**src/sv/fspa_pkg.sv**
```systemverilog
// Constants, codes and types of the fixed slot pool allocator
`default_nettype none
package fspa_pkg;

  localparam int INITIAL_SLOTS = 64;
  localparam int GROWTH        = 2;
  localparam int MAX_CHUNKS    = 16;
  localparam int FREE_DEPTH    = 256;

  localparam int CHUNK_W  = 4;
  localparam int SLOT_W   = 7;
  localparam int OFFSET_W = 23;
  localparam int ESIZE_W  = 16;
  localparam int HANDLE_W = CHUNK_W + SLOT_W;

  localparam int CHUNK_CAP0  = INITIAL_SLOTS;
  localparam int CHUNK_CAPN  = INITIAL_SLOTS * GROWTH;
  localparam int CURSOR_W    = $clog2(CHUNK_CAPN + 1);
  localparam int CHUNK_NUM_W = (MAX_CHUNKS > 1) ? $clog2(MAX_CHUNKS) : 1;
  localparam int STACK_AW    = $clog2(FREE_DEPTH);
  localparam int STACK_CW    = $clog2(FREE_DEPTH + 1);

  localparam logic [ESIZE_W-1:0] ESIZE_RESET = ESIZE_W'(1);

  typedef enum logic {
    OP_ALLOC = 1'b0,
    OP_FREE  = 1'b1
  } opcode_t;

  typedef enum logic [1:0] {
    ST_OK         = 2'd0,
    ST_NO_CHUNK   = 2'd1,
    ST_STORE_FULL = 2'd2
  } status_t;

  typedef struct packed {
    status_t             status;
    logic [CHUNK_W-1:0]  chunk;
    logic [SLOT_W-1:0]   slot;
  } core_rsp_t;

  typedef struct packed {
    logic      valid;
    core_rsp_t rsp;
  } core_out_t;

  typedef struct packed {
    core_rsp_t           base;
    logic [OFFSET_W-1:0] byte_offset;
  } rsp_t;

endpackage
`default_nettype wire

```
**src/sv/fspa_req_if.sv**
```systemverilog
// Request channel: valid/ready with opcode and returned handle
`default_nettype none
interface fspa_req_if import fspa_pkg::*; ();
  logic               valid;
  logic               ready;
  logic               opcode;
  logic [CHUNK_W-1:0] free_chunk;
  logic [SLOT_W-1:0]  free_slot;

  modport source (output valid, output opcode, output free_chunk, output free_slot,
                  input ready);
  modport sink   (input valid, input opcode, input free_chunk, input free_slot,
                  output ready);
endinterface
`default_nettype wire

```
**src/sv/fspa_rsp_if.sv**
```systemverilog
// Result channel: valid/ready with status, chunk, slot and byte offset
`default_nettype none
interface fspa_rsp_if import fspa_pkg::*; ();
  logic                valid;
  logic                ready;
  logic [1:0]          status;
  logic [CHUNK_W-1:0]  chunk;
  logic [SLOT_W-1:0]   slot;
  logic [OFFSET_W-1:0] byte_offset;

  modport source (output valid, output status, output chunk, output slot,
                  output byte_offset, input ready);
  modport sink   (input valid, input status, input chunk, input slot,
                  input byte_offset, output ready);
endinterface
`default_nettype wire

```
**src/sv/fspa_ram.sv**
```systemverilog
// Generic single-write, single-read RAM with registered read data
`default_nettype none
module fspa_ram #(
  parameter int WIDTH = 8,
  parameter int DEPTH = 16
) (
  input  wire logic                     clk,
  input  wire logic                     wr_en,
  input  wire logic [$clog2(DEPTH)-1:0] wr_addr,
  input  wire logic [WIDTH-1:0]         wr_data,
  input  wire logic [$clog2(DEPTH)-1:0] rd_addr,
  output logic      [WIDTH-1:0]         rd_data
);

  logic [WIDTH-1:0] mem [DEPTH];

  always_ff @(posedge clk) begin
    if (wr_en) begin
      mem[wr_addr] <= wr_data;
    end
    rd_data <= mem[rd_addr];
  end

endmodule
`default_nettype wire

```
**src/sv/fspa_core.sv**
```systemverilog
// Allocator state: free-list head, LIFO store behind it, chunk and cursor
`default_nettype none
module fspa_core import fspa_pkg::*; (
  input  wire logic  clk,
  input  wire logic  rst_n,
  fspa_req_if.sink   in_req,
  input  wire logic  out_room,
  output core_out_t  core_out
);

  logic [CHUNK_NUM_W-1:0] chunk_number_r, chunk_number_nxt;
  logic [CURSOR_W-1:0]    cursor_r, cursor_nxt;
  logic                   head_valid_r, head_valid_nxt;
  logic [HANDLE_W-1:0]    head_handle_r, head_handle_nxt;
  logic [STACK_CW-1:0]    stack_count_r, stack_count_nxt;
  logic                   fwd_valid_r;
  logic [HANDLE_W-1:0]    fwd_data_r;

  logic                   accept;
  logic                   push;
  logic [HANDLE_W-1:0]    handle;
  logic [HANDLE_W-1:0]    ram_rdata;
  logic [HANDLE_W-1:0]    top_handle;
  logic [STACK_AW-1:0]    rd_addr;
  logic                   chunk_full;
  logic                   last_chunk;
  logic                   store_full;
  core_rsp_t              rsp;

  assign in_req.ready = out_room;
  assign accept       = in_req.valid & out_room;
  assign handle       = {in_req.free_chunk, in_req.free_slot};

  // read-during-write on the top entry is served from the bypass register
  assign top_handle = fwd_valid_r ? fwd_data_r : ram_rdata;

  assign chunk_full = (chunk_number_r == '0) ? (cursor_r >= CURSOR_W'(CHUNK_CAP0))
                                             : (cursor_r >= CURSOR_W'(CHUNK_CAPN));
  assign last_chunk = (chunk_number_r == CHUNK_NUM_W'(MAX_CHUNKS - 1));
  assign store_full = (stack_count_r == STACK_CW'(FREE_DEPTH));

  always_comb begin
    chunk_number_nxt = chunk_number_r;
    cursor_nxt       = cursor_r;
    head_valid_nxt   = head_valid_r;
    head_handle_nxt  = head_handle_r;
    stack_count_nxt  = stack_count_r;
    push             = 1'b0;
    rsp.status       = ST_OK;
    rsp.chunk        = '0;
    rsp.slot         = '0;
    if (accept) begin
      if (opcode_t'(in_req.opcode) == OP_FREE) begin
        priority if (!head_valid_r) begin
          head_handle_nxt = handle;
          head_valid_nxt  = 1'b1;
        end else if (!store_full) begin
          push            = 1'b1;
          stack_count_nxt = stack_count_r + 1'b1;
        end else begin
          rsp.status = ST_STORE_FULL;
        end
      end else if (head_valid_r) begin
        rsp.chunk = head_handle_r[HANDLE_W-1:SLOT_W];
        rsp.slot  = head_handle_r[SLOT_W-1:0];
        if (stack_count_r != '0) begin
          stack_count_nxt = stack_count_r - 1'b1;
          head_handle_nxt = top_handle;
        end else begin
          head_valid_nxt = 1'b0;
        end
      end else if (chunk_full) begin
        if (last_chunk) begin
          rsp.status = ST_NO_CHUNK;
        end else begin
          chunk_number_nxt = chunk_number_r + 1'b1;
          cursor_nxt       = CURSOR_W'(1);
          rsp.chunk        = CHUNK_W'(chunk_number_r + 1'b1);
        end
      end else begin
        rsp.chunk  = CHUNK_W'(chunk_number_r);
        rsp.slot   = SLOT_W'(cursor_r);
        cursor_nxt = cursor_r + 1'b1;
      end
    end
  end

  // keep the entry just below the next top count prefetched
  assign rd_addr = STACK_AW'(stack_count_nxt - 1'b1);

  fspa_ram #(
    .WIDTH (HANDLE_W),
    .DEPTH (FREE_DEPTH)
  ) u_stack (
    .clk     (clk),
    .wr_en   (push),
    .wr_addr (STACK_AW'(stack_count_r)),
    .wr_data (handle),
    .rd_addr (rd_addr),
    .rd_data (ram_rdata)
  );

  always_ff @(posedge clk) begin
    if (!rst_n) begin
      chunk_number_r <= '0;
      cursor_r       <= '0;
      head_valid_r   <= 1'b0;
      head_handle_r  <= '0;
      stack_count_r  <= '0;
      fwd_valid_r    <= 1'b0;
    end else begin
      chunk_number_r <= chunk_number_nxt;
      cursor_r       <= cursor_nxt;
      head_valid_r   <= head_valid_nxt;
      head_handle_r  <= head_handle_nxt;
      stack_count_r  <= stack_count_nxt;
      fwd_valid_r    <= push;
    end
  end

  always_ff @(posedge clk) begin
    fwd_data_r <= handle;
  end

  assign core_out.valid = accept;
  assign core_out.rsp   = rsp;

endmodule
`default_nettype wire

```
**src/sv/fspa_out.sv**
```systemverilog
// Element size register, byte offset multiply and two-entry result buffer
`default_nettype none
module fspa_out import fspa_pkg::*; (
  input  wire logic               clk,
  input  wire logic               rst_n,
  input  wire logic               cfg_wr_en,
  input  wire logic [ESIZE_W-1:0] cfg_wr_data,
  input  wire core_out_t          core_out,
  output logic                    out_room,
  fspa_rsp_if.source              out_rsp
);

  logic [ESIZE_W-1:0] esize_r;
  rsp_t               buf_r [2];
  logic               wr_ptr_r;
  logic               rd_ptr_r;
  logic [1:0]         cnt_r, cnt_nxt;
  logic               push;
  logic               pop;
  rsp_t               wr_item;
  rsp_t               rd_item;

  assign wr_item.base        = core_out.rsp;
  assign wr_item.byte_offset = OFFSET_W'(core_out.rsp.slot) * OFFSET_W'(esize_r);

  assign push = core_out.valid;
  assign pop  = out_rsp.valid & out_rsp.ready;

  always_comb begin
    cnt_nxt = cnt_r;
    if (push && !pop) begin
      cnt_nxt = cnt_r + 1'b1;
    end else if (!push && pop) begin
      cnt_nxt = cnt_r - 1'b1;
    end
  end

  always_ff @(posedge clk) begin
    if (!rst_n) begin
      esize_r  <= ESIZE_RESET;
      wr_ptr_r <= 1'b0;
      rd_ptr_r <= 1'b0;
      cnt_r    <= '0;
    end else begin
      if (cfg_wr_en) begin
        esize_r <= cfg_wr_data;
      end
      if (push) begin
        wr_ptr_r <= ~wr_ptr_r;
      end
      if (pop) begin
        rd_ptr_r <= ~rd_ptr_r;
      end
      cnt_r <= cnt_nxt;
    end
  end

  always_ff @(posedge clk) begin
    if (push) begin
      buf_r[wr_ptr_r] <= wr_item;
    end
  end

  assign rd_item = buf_r[rd_ptr_r];

  assign out_room            = (cnt_r != 2'd2);
  assign out_rsp.valid       = (cnt_r != 2'd0);
  assign out_rsp.status      = rd_item.base.status;
  assign out_rsp.chunk       = rd_item.base.chunk;
  assign out_rsp.slot        = rd_item.base.slot;
  assign out_rsp.byte_offset = rd_item.byte_offset;

endmodule
`default_nettype wire

```
**src/sv/fixed_slot_pool_allocator.sv**
```systemverilog
// Top level of the fixed slot pool allocator
//
// in_req carries one request per transaction: opcode 0 allocates a slot,
// opcode 1 returns the handle given by free_chunk and free_slot.
// out_rsp returns exactly one result per request, in request order:
// status, chunk, slot and byte_offset (slot times element size).
// cfg_wr_en/cfg_wr_data load the element size; write it only while idle.
// The result is buffered when its request is taken. Throughput: one
// request per cycle while the buffer has room; the head register and the
// LIFO store behind it are updated in the accepting cycle, and the store
// RAM read for the next pop is prefetched with a one-entry write bypass.
// A two-entry result buffer decouples the sides; in_req.ready drops only
// when both entries hold results the receiver has not taken, so a stalled
// receiver holds at most two results and then stops intake.
// Reset (synchronous, rst_n low) empties the free list, rewinds to slot 0
// of chunk 0, sets the element size to 1 and drops all buffered results.
// The store RAM needs no clearing; its entries are read only once written.
`default_nettype none
module fixed_slot_pool_allocator import fspa_pkg::*; (
  input  wire logic               clk,
  input  wire logic               rst_n,
  input  wire logic               cfg_wr_en,
  input  wire logic [ESIZE_W-1:0] cfg_wr_data,
  fspa_req_if.sink                in_req,
  fspa_rsp_if.source              out_rsp
);

  core_out_t core_out;
  logic      out_room;

  fspa_core u_core (
    .clk      (clk),
    .rst_n    (rst_n),
    .in_req   (in_req),
    .out_room (out_room),
    .core_out (core_out)
  );

  fspa_out u_out (
    .clk         (clk),
    .rst_n       (rst_n),
    .cfg_wr_en   (cfg_wr_en),
    .cfg_wr_data (cfg_wr_data),
    .core_out    (core_out),
    .out_room    (out_room),
    .out_rsp     (out_rsp)
  );

endmodule
`default_nettype wire

```
**src/flat_wrapper.sv**
```systemverilog
// flat-port wrapper written by rule: the top's interface ports become plain ports
module fixed_slot_pool_allocator_flat import fspa_pkg::*;
  (clk, rst_n, cfg_wr_en, cfg_wr_data, in_req_valid, in_req_opcode, in_req_free_chunk, in_req_free_slot, in_req_ready, out_rsp_valid, out_rsp_status, out_rsp_chunk, out_rsp_slot, out_rsp_byte_offset, out_rsp_ready);
  fspa_req_if in_req_i ();
  fspa_rsp_if out_rsp_i ();
  input  wire logic clk;
  input  wire logic rst_n;
  input  wire logic cfg_wr_en;
  input  wire logic [ESIZE_W-1:0] cfg_wr_data;
  input wire logic [$bits(in_req_i.valid)-1:0] in_req_valid;
  input wire logic [$bits(in_req_i.opcode)-1:0] in_req_opcode;
  input wire logic [$bits(in_req_i.free_chunk)-1:0] in_req_free_chunk;
  input wire logic [$bits(in_req_i.free_slot)-1:0] in_req_free_slot;
  output wire logic [$bits(in_req_i.ready)-1:0] in_req_ready;
  output wire logic [$bits(out_rsp_i.valid)-1:0] out_rsp_valid;
  output wire logic [$bits(out_rsp_i.status)-1:0] out_rsp_status;
  output wire logic [$bits(out_rsp_i.chunk)-1:0] out_rsp_chunk;
  output wire logic [$bits(out_rsp_i.slot)-1:0] out_rsp_slot;
  output wire logic [$bits(out_rsp_i.byte_offset)-1:0] out_rsp_byte_offset;
  input wire logic [$bits(out_rsp_i.ready)-1:0] out_rsp_ready;
  assign in_req_i.valid = in_req_valid;
  assign in_req_i.opcode = in_req_opcode;
  assign in_req_i.free_chunk = in_req_free_chunk;
  assign in_req_i.free_slot = in_req_free_slot;
  assign in_req_ready = in_req_i.ready;
  assign out_rsp_valid = out_rsp_i.valid;
  assign out_rsp_status = out_rsp_i.status;
  assign out_rsp_chunk = out_rsp_i.chunk;
  assign out_rsp_slot = out_rsp_i.slot;
  assign out_rsp_byte_offset = out_rsp_i.byte_offset;
  assign out_rsp_i.ready = out_rsp_ready;
  fixed_slot_pool_allocator u_core (.clk(clk), .rst_n(rst_n), .cfg_wr_en(cfg_wr_en), .cfg_wr_data(cfg_wr_data), .in_req(in_req_i), .out_rsp(out_rsp_i));
endmodule
```
**config.mk**
```make
export PLATFORM = sky130hd
export DESIGN_NAME = fixed_slot_pool_allocator_flat
export DESIGN_NICKNAME = d
export VERILOG_FILES = /design/src/sv/fspa_pkg.sv /design/src/sv/fspa_req_if.sv /design/src/sv/fspa_rsp_if.sv /design/src/sv/fspa_ram.sv /design/src/sv/fspa_core.sv /design/src/sv/fspa_out.sv /design/src/sv/fixed_slot_pool_allocator.sv /design/src/flat_wrapper.sv
export SDC_FILE = /design/constraint.sdc
export NUM_CORES = 2
export LEC_CHECK = 0
export ABC_CLOCK_PERIOD_IN_PS = 19100
export BUFFER_PORTS_ARGS = -buffer_cell sky130_fd_sc_hd__buf_2
export CORE_ASPECT_RATIO = 2
export CORE_MARGIN = 2
export CORE_UTILIZATION = 40
export CTS_CLUSTER_DIAMETER = 200
export DETAILED_ROUTE_END_ITERATION = 10
export PLACE_DENSITY = 0.52
export SETUP_SLACK_MARGIN = 0.4
export SKIP_LAST_GASP = 1
export SYNTH_ARGS = -nofsm -noshare
export SYNTH_HDL_FRONTEND = slang
export SYNTH_SLANG_ARGS = --single-unit
```
**constraint.sdc**
```tcl
create_clock -name clk -period 19.1 [get_ports clk]
set_input_delay 3.82 -clock clk [delete_from_list [all_inputs] [get_ports clk]]
set_output_delay 3.82 -clock clk [all_outputs]
set_load 0.1 [all_outputs]
```
# Yosys cells after proc, flatten, opt, wreduce, memory -nomap -nowiden
# Memories as Yosys holds them, arrays and structs flattened. A register that Yosys moved wholly into a read port is not among the register bits.
# Cells that the tools add are included.
# classes
addsub,7
multipliers,1
n_lt_le_gt_ge,2
n_eq_ne,5
n_mux,41
bitwise_logic,7
reduce_logical,13
# ops
cell,count
11-bit 2-to-1 mux,7
9-bit 2-to-1 mux,6
7-bit by 16-bit multiplier with 23-bit output,1
8-bit 2-to-1 mux,2
1-bit 2-to-1 mux,15
2-bit 2-to-1 mux,7
13-bit 2-to-1 mux,1
9-bit by 1-bit adder with 9-bit output (second input constant),1
9-bit == test (second input constant),1
9-bit nonzero test,1
9-bit by 1-bit subtractor with 9-bit output (second input constant),1
8-bit by 1-bit adder with 8-bit output (second input constant),1
8-bit by 7-bit greater-or-equal comparator with 1-bit output (second input constant),1
8-bit greater-or-equal comparator (second input constant),1
4-bit 2-to-1 mux,2
4-bit AND reduction,2
2-bit nonzero test,4
8-bit by 1-bit subtractor with 8-bit output (second input constant),1
7-bit 2-to-1 mux,1
2-bit != test (second input constant),3
1-bit NOT,5
5-bit AND reduction,1
4-bit by 1-bit adder with 4-bit output (second input constant),1
4-bit == test (second input constant),1
other kinds (6),9
# word_totals
ff_bits,65
mem_bits_rw,2888
input_bits,33
wordCells,89
n_memories,2
# memory_table
memory,words,width,rd,rd_ports_with_merged_regs,wr,line_no,text
u_core.u_core.u_stack.mem,256,11,1,1,1,fspa_ram.sv:15,logic [WIDTH-1:0] mem [DEPTH];
u_core.u_out.buf_r,2,36,1,1,1,fspa_out.sv:14,rsp_t buf_r [2];

# Depth between registers and ports, before layout
# logic_depth
word_depth,7
depth_mapped,27
mapped_depth_nobuf,27

# By module
# From an unflattened synthesis, not the netlist that was laid out.
# unflattened
hier_cells,5954
area_unflattened_um2,118332.2
# by_module_without_submodules
mod,n_inst,cells_per_inst,area_each_um2
fspa_ram,1,4999,108713.0
fspa_out,1,609,6990.5
fspa_core,1,346,2628.8

# Least setup slack after synthesis
# Ideal clock, no wire load.
# synth_timing
kind,input to register
start,input in_req_opcode
end,memory u_core.u_out.buf_r[0][20] (netlist name) (data pin)
setup_time_ps,262
t_arrival_ps,9136
slack_ps,9702
stages,23
n_path_buf,4
path_cell_list,clkbuf_1 or3_1 buf_2 clkbuf_1 nor2_1 clkbuf_1 nand2_1 fa_1 fa_1 inv_1 fa_1 inv_1 fa_1 inv_1 ha_1 nor2b_1 o21ai_0 a21oi_1 a211oi_1 o311ai_0 a21o_1 a21oi_1 xnor2_1
# synth_rtl
element,line_no,text
"start, declared",flat_wrapper.sv:11,input wire logic [$bits(in_req_i.opcode)-1:0] in_req_opcode;
"end, declared",fspa_out.sv:14,

# Worst setup path in the final report
# layout_timing
start,input in_req_opcode
end,"register u_core.u_core.u_stack.rd_data[5], read port of u_core.u_core.u_stack.mem"
# layout_between
elab_chain_cells,3
# layout_rtl
element,line_no,text
9-bit 2-to-1 mux,fspa_core.sv:53,if (opcode_t'(in_req.opcode) == OP_FREE) begin
9-bit 2-to-1 mux,fspa_core.sv:52,if (accept) begin
8-bit by 1-bit subtractor with 8-bit output,fspa_core.sv:89,assign rd_addr = STACK_AW'(stack_count_nxt - 1'b1);
"end, declared",fspa_ram.sv:12,output logic [WIDTH-1:0] rd_data
# Every way passes these cells.
# A chain may end at the register's enable or synchronous reset.

==> results.yml <==
logic_synthesis:
  synthDominantCellAreaShare_pct: 73.42
  yosysTopAreaCell: "edfxtp_1"
  synthArstFlopShare_pct: 0
  synth_seq_cells: 2965
  yosysSeqAreaShare_pct: 74.73
  syn_area_mm2: 0.1181
  synth.distinct_cells: 69
  netlist_instances: 5529
  synth_edf_count: 2888
  ys_warn_count: 0
  syn_nets: 5683
  syn_avg_cell_area_um2: 21.36
  synthTopCellsByArea: "edfxtp_1, mux4_2, dfxtp_1, fa_1, nor2_1"
  synth_ff_type: "edfxtp_1"
placed_design:
  placed_cells: 9386
  dpl_cell_area_mm2: 0.1243
  gp_congestion: 0.8349
  dpl.hpwl_um: 210500
  io_buffers: 70
  pre_cts_ws_ns: 7.061
clocking:
  cts_buffers: 266
  cts_buffer_depth: 4
  root_buffer: "clkbuf_16"
  cts.reportedPaths.clkPinSlew_ns: 0.07
  cts_resized: 0
  numClockSinks: 2965
  htreeDepth: 5
  cts_tree: "built"
  clkLatencyLatePin_ns: 0.89
  cts_hold_buffers: 0
  postCtsSetupBuffers: 0
global_routing:
  grt_pass1_wl_um: 466200
  grt_pass1_vias: 60281
  overflow: 0
  grt_start_max_net_pins: 187
  grtUsageTotal_pct: 22.12
  antenna_found_initial: 14
critical_path:
  cp_common_cell: "buf_4"
  crit_buf_inv: 6
  end_kind: "flip-flop"
  criticalPathCategory: "primary input to flip-flop"
  cp_top_family: "buffers and inverters"
  crit_path_end: "u_core.u_core.u_stack.rd_data[5]"
  r2r-start: "u_core.u_core.stack_count_r[0]"
  r2r_end: "u_core.u_core.u_stack.rd_data[5]"
  worst-path-stages: 15
  crit_fanout: 85
  arrival_ns: 11.59
  start_kind: "primary input"
  crit_chain: "buf_2 -> xor2_1 -> nor4b_2 -> a2111oi_4 -> buf_12 -> buf_12 -> buf_4 -> buf_4 -> buf_4 -> mux4_2 -> mux4_2 -> nand2_1 -> a21oi_1 -> or4_1 -> or4_1"
  critical_path.max_stage_delay_ns: 0.82
  crit_required_ns: 19.86
  reg2reg_depth: 16
  startpoint: "in_req_opcode"
  slowest_stage: "buf_4"
  rrSetupSlack_ns: 10.65
timing:
  clock_skew_ns: 0.06812
  setup-tns-final_ns: 0
  setup_viol: 0
  drv_slew: 0
  rsz0062_at_grt: "false"
  fin_crit_sh_pct: 56.67
  layout_setup_ws_ns: 8.276
  hold_viol_final: 0
  max-slew-margin-rel_pct: 3.741
  fmax_ghz: 0.09239
  whs_ns: 0.4998
  fin_crit_ns: 10.82
  tightest_slew_ns: 1.444
drt:
  wl_um: 331900
  via_per_inst: 5.681
  wl_per_cell_um: 33.64
  vias: 56056
  ant_nets: 0
  dr.pass1.iters: 5
  post-route-drc-count: 0
  drt-initial-drc-count: 4709
job:
  max_cap_violations: 0
power:
  finalPower_mw: 15.62
  vdd_drop_max_mv: 0.08386
  p_leak_nw: 42.48
  power_density_mw_per_mm2: 117.7
finish:
  utilization_pct: 45.11
  seqCellArea_mm2: 0.08827
  area_growth_pct: 12.39
  drive_above_1_share_pct: 27.92
  nets: 5974
  multi_input_area_mm2: 0.02852
  fill_cells: 24876
  postLayoutCellArea_mm2: 0.1327
  final_cells: 9867
floorplan:
  die_w_um: 388.2
  start_util_pct: 40.14
  die_h_um: 772.5
  rows: 282
  pin_count: 71
  die_area_mm2: 0.2999
  coreArea_mm2: 0.2943
min_path:
  hold_class: "flip-flop to flip-flop"
  min_delay_path_depth: 2
run_status:
  run_status: "finished clean"
==> synth_stat cells (4+ instances only) <==
library cell / instances
edfxtp_1: 2888
mux4_2: 854
nor2_1: 339
nand2_1: 181
clkbuf_1: 156
and2_1: 117
a21oi_1: 99
buf_2: 98
mux2i_1: 92
inv_1: 87
dfxtp_1: 77
fa_1: 69
ha_1: 52
nand3_1: 45
mux2_2: 37
o21ai_0: 37
nor2b_1: 32
nor3_1: 24
xnor2_1: 24
buf_4: 23
a22oi_1: 21
xor2_1: 18
and3_1: 16
nand4_1: 14
or4_1: 13
buf_1: 12
or3_1: 11
a211oi_1: 8
a21o_1: 7
o211ai_1: 6
nand2b_1: 5
nor4_1: 5
nor3_2: 4
==> per-layer routing <==
metal | part of all wire, % | vias up | GRT usage [%]
li1 | - | 23259 | -
met1 | 34 | 30817 | 23.26
met2 | 58 | 1472 | 43.52
met3 | 3.9 | 502 | 2.614
met4 | 5.0 | 6 | 9.862
met5 | 0.011 | - | 0
==> area by class of cell <==
type	count	share of cell area, %
clock buffer	314	5.334
multi-input combinational	2186	21.49
inverter	88	0.2488
clock inverter	148	0.9633
tap	3834	3.614
sequential	2965	66.49
timing repair buffer	313	1.825
antenna	19	0.03582
==> report_power, final <==
group          internal [mW]  leakage (nW)  switching [mW]  total (mW)
clock                   2.93          4.11            2.40        5.33
combinational           1.16          11.7            1.88        3.04
sequential              7.18          26.6          0.0657        7.25
==> sequential cells by signal, indices dropped and copies added (netlist names), named ones only <==
| name | flops |
|---|---|
| u_core.u_core.u_stack.mem | 2816 |
| u_core.u_out.buf_r | 72 |
| u_core.u_out.esize_r | 16 |
| u_core.u_core.fwd_data_r | 11 |
| u_core.u_core.head_handle_r | 11 |
| u_core.u_core.u_stack.rd_data | 11 |
| u_core.u_core.stack_count_r | 9 |
| u_core.u_core.cursor_r | 8 |
| u_core.u_core.chunk_number_r | 4 |
| u_core.u_out.cnt_r | 2 |
| u_core.u_core.fwd_valid_r | 1 |
| u_core.u_core.head_valid_r | 1 |
| u_core.u_out.rd_ptr_r | 1 |
| u_core.u_out.wr_ptr_r | 1 |
==> how the worst min path moves through the flow <==
stage	startpoint	to	slack [ns]
2_1_floorplan	u_core.u_core.cursor_r[7]	u_core.u_core.cursor_r[7]	0.46
3_3_place_gp	u_core.u_out.cnt_r[1]	u_core.u_out.cnt_r[1]	0.48
3_5_place_dp	u_core.u_core.cursor_r[7]	u_core.u_core.cursor_r[7]	0.49
4_1_cts	u_core.u_core.cursor_r[7]	u_core.u_core.cursor_r[7]	0.50
5_1_grt	u_core.u_core.cursor_r[7]	u_core.u_core.cursor_r[7]	0.54
6_report	u_core.u_core.cursor_r[7]	u_core.u_core.cursor_r[7]	0.50
==> cells by family (layout without fill, tap and decap cells) <==
| group | after synthesis | in the layout | share of synthesized area (%) |
|---|---|---|---|
| AOI/OAI and AO/OA | 215 | 215 | 1.126 |
| xor gates and xnor gates | 45 | 45 | 0.3580 |
| other | 0 | 19 | 0 |
| muxes | 983 | 983 | 17.42 |
| and+or+nand+nor | 822 | 822 | 3.268 |
| buffers and inverters | 378 | 863 | 1.384 |
| DFF | 2965 | 2965 | 74.73 |
| adders and majority gates | 121 | 121 | 1.720 |
==> worst min-delay path: stages (launching register included) <==
cell,delay [ns]
dfxtp_1,0.33
nand2_1,0.06
a21boi_0,0.06
==> cells in the final DEF (no fill, tap or decap), types with 44 or more instances in the layout <==
cell type / count
a21oi_1: 99
mux2i_1: 91
edfxtp_1: 2888
buf_2: 59
nand2_1: 176
mux4_2: 854
fa_1: 69
clkbuf_16: 277
and2_1: 117
inv_1: 87
dfxtp_1: 76
buf_4: 232
clkinv_2: 44
nor2_2: 59
clkinv_1: 62
ha_1: 51
nor2_1: 279
No activity file was read; power rests on OpenSTA's default activity.
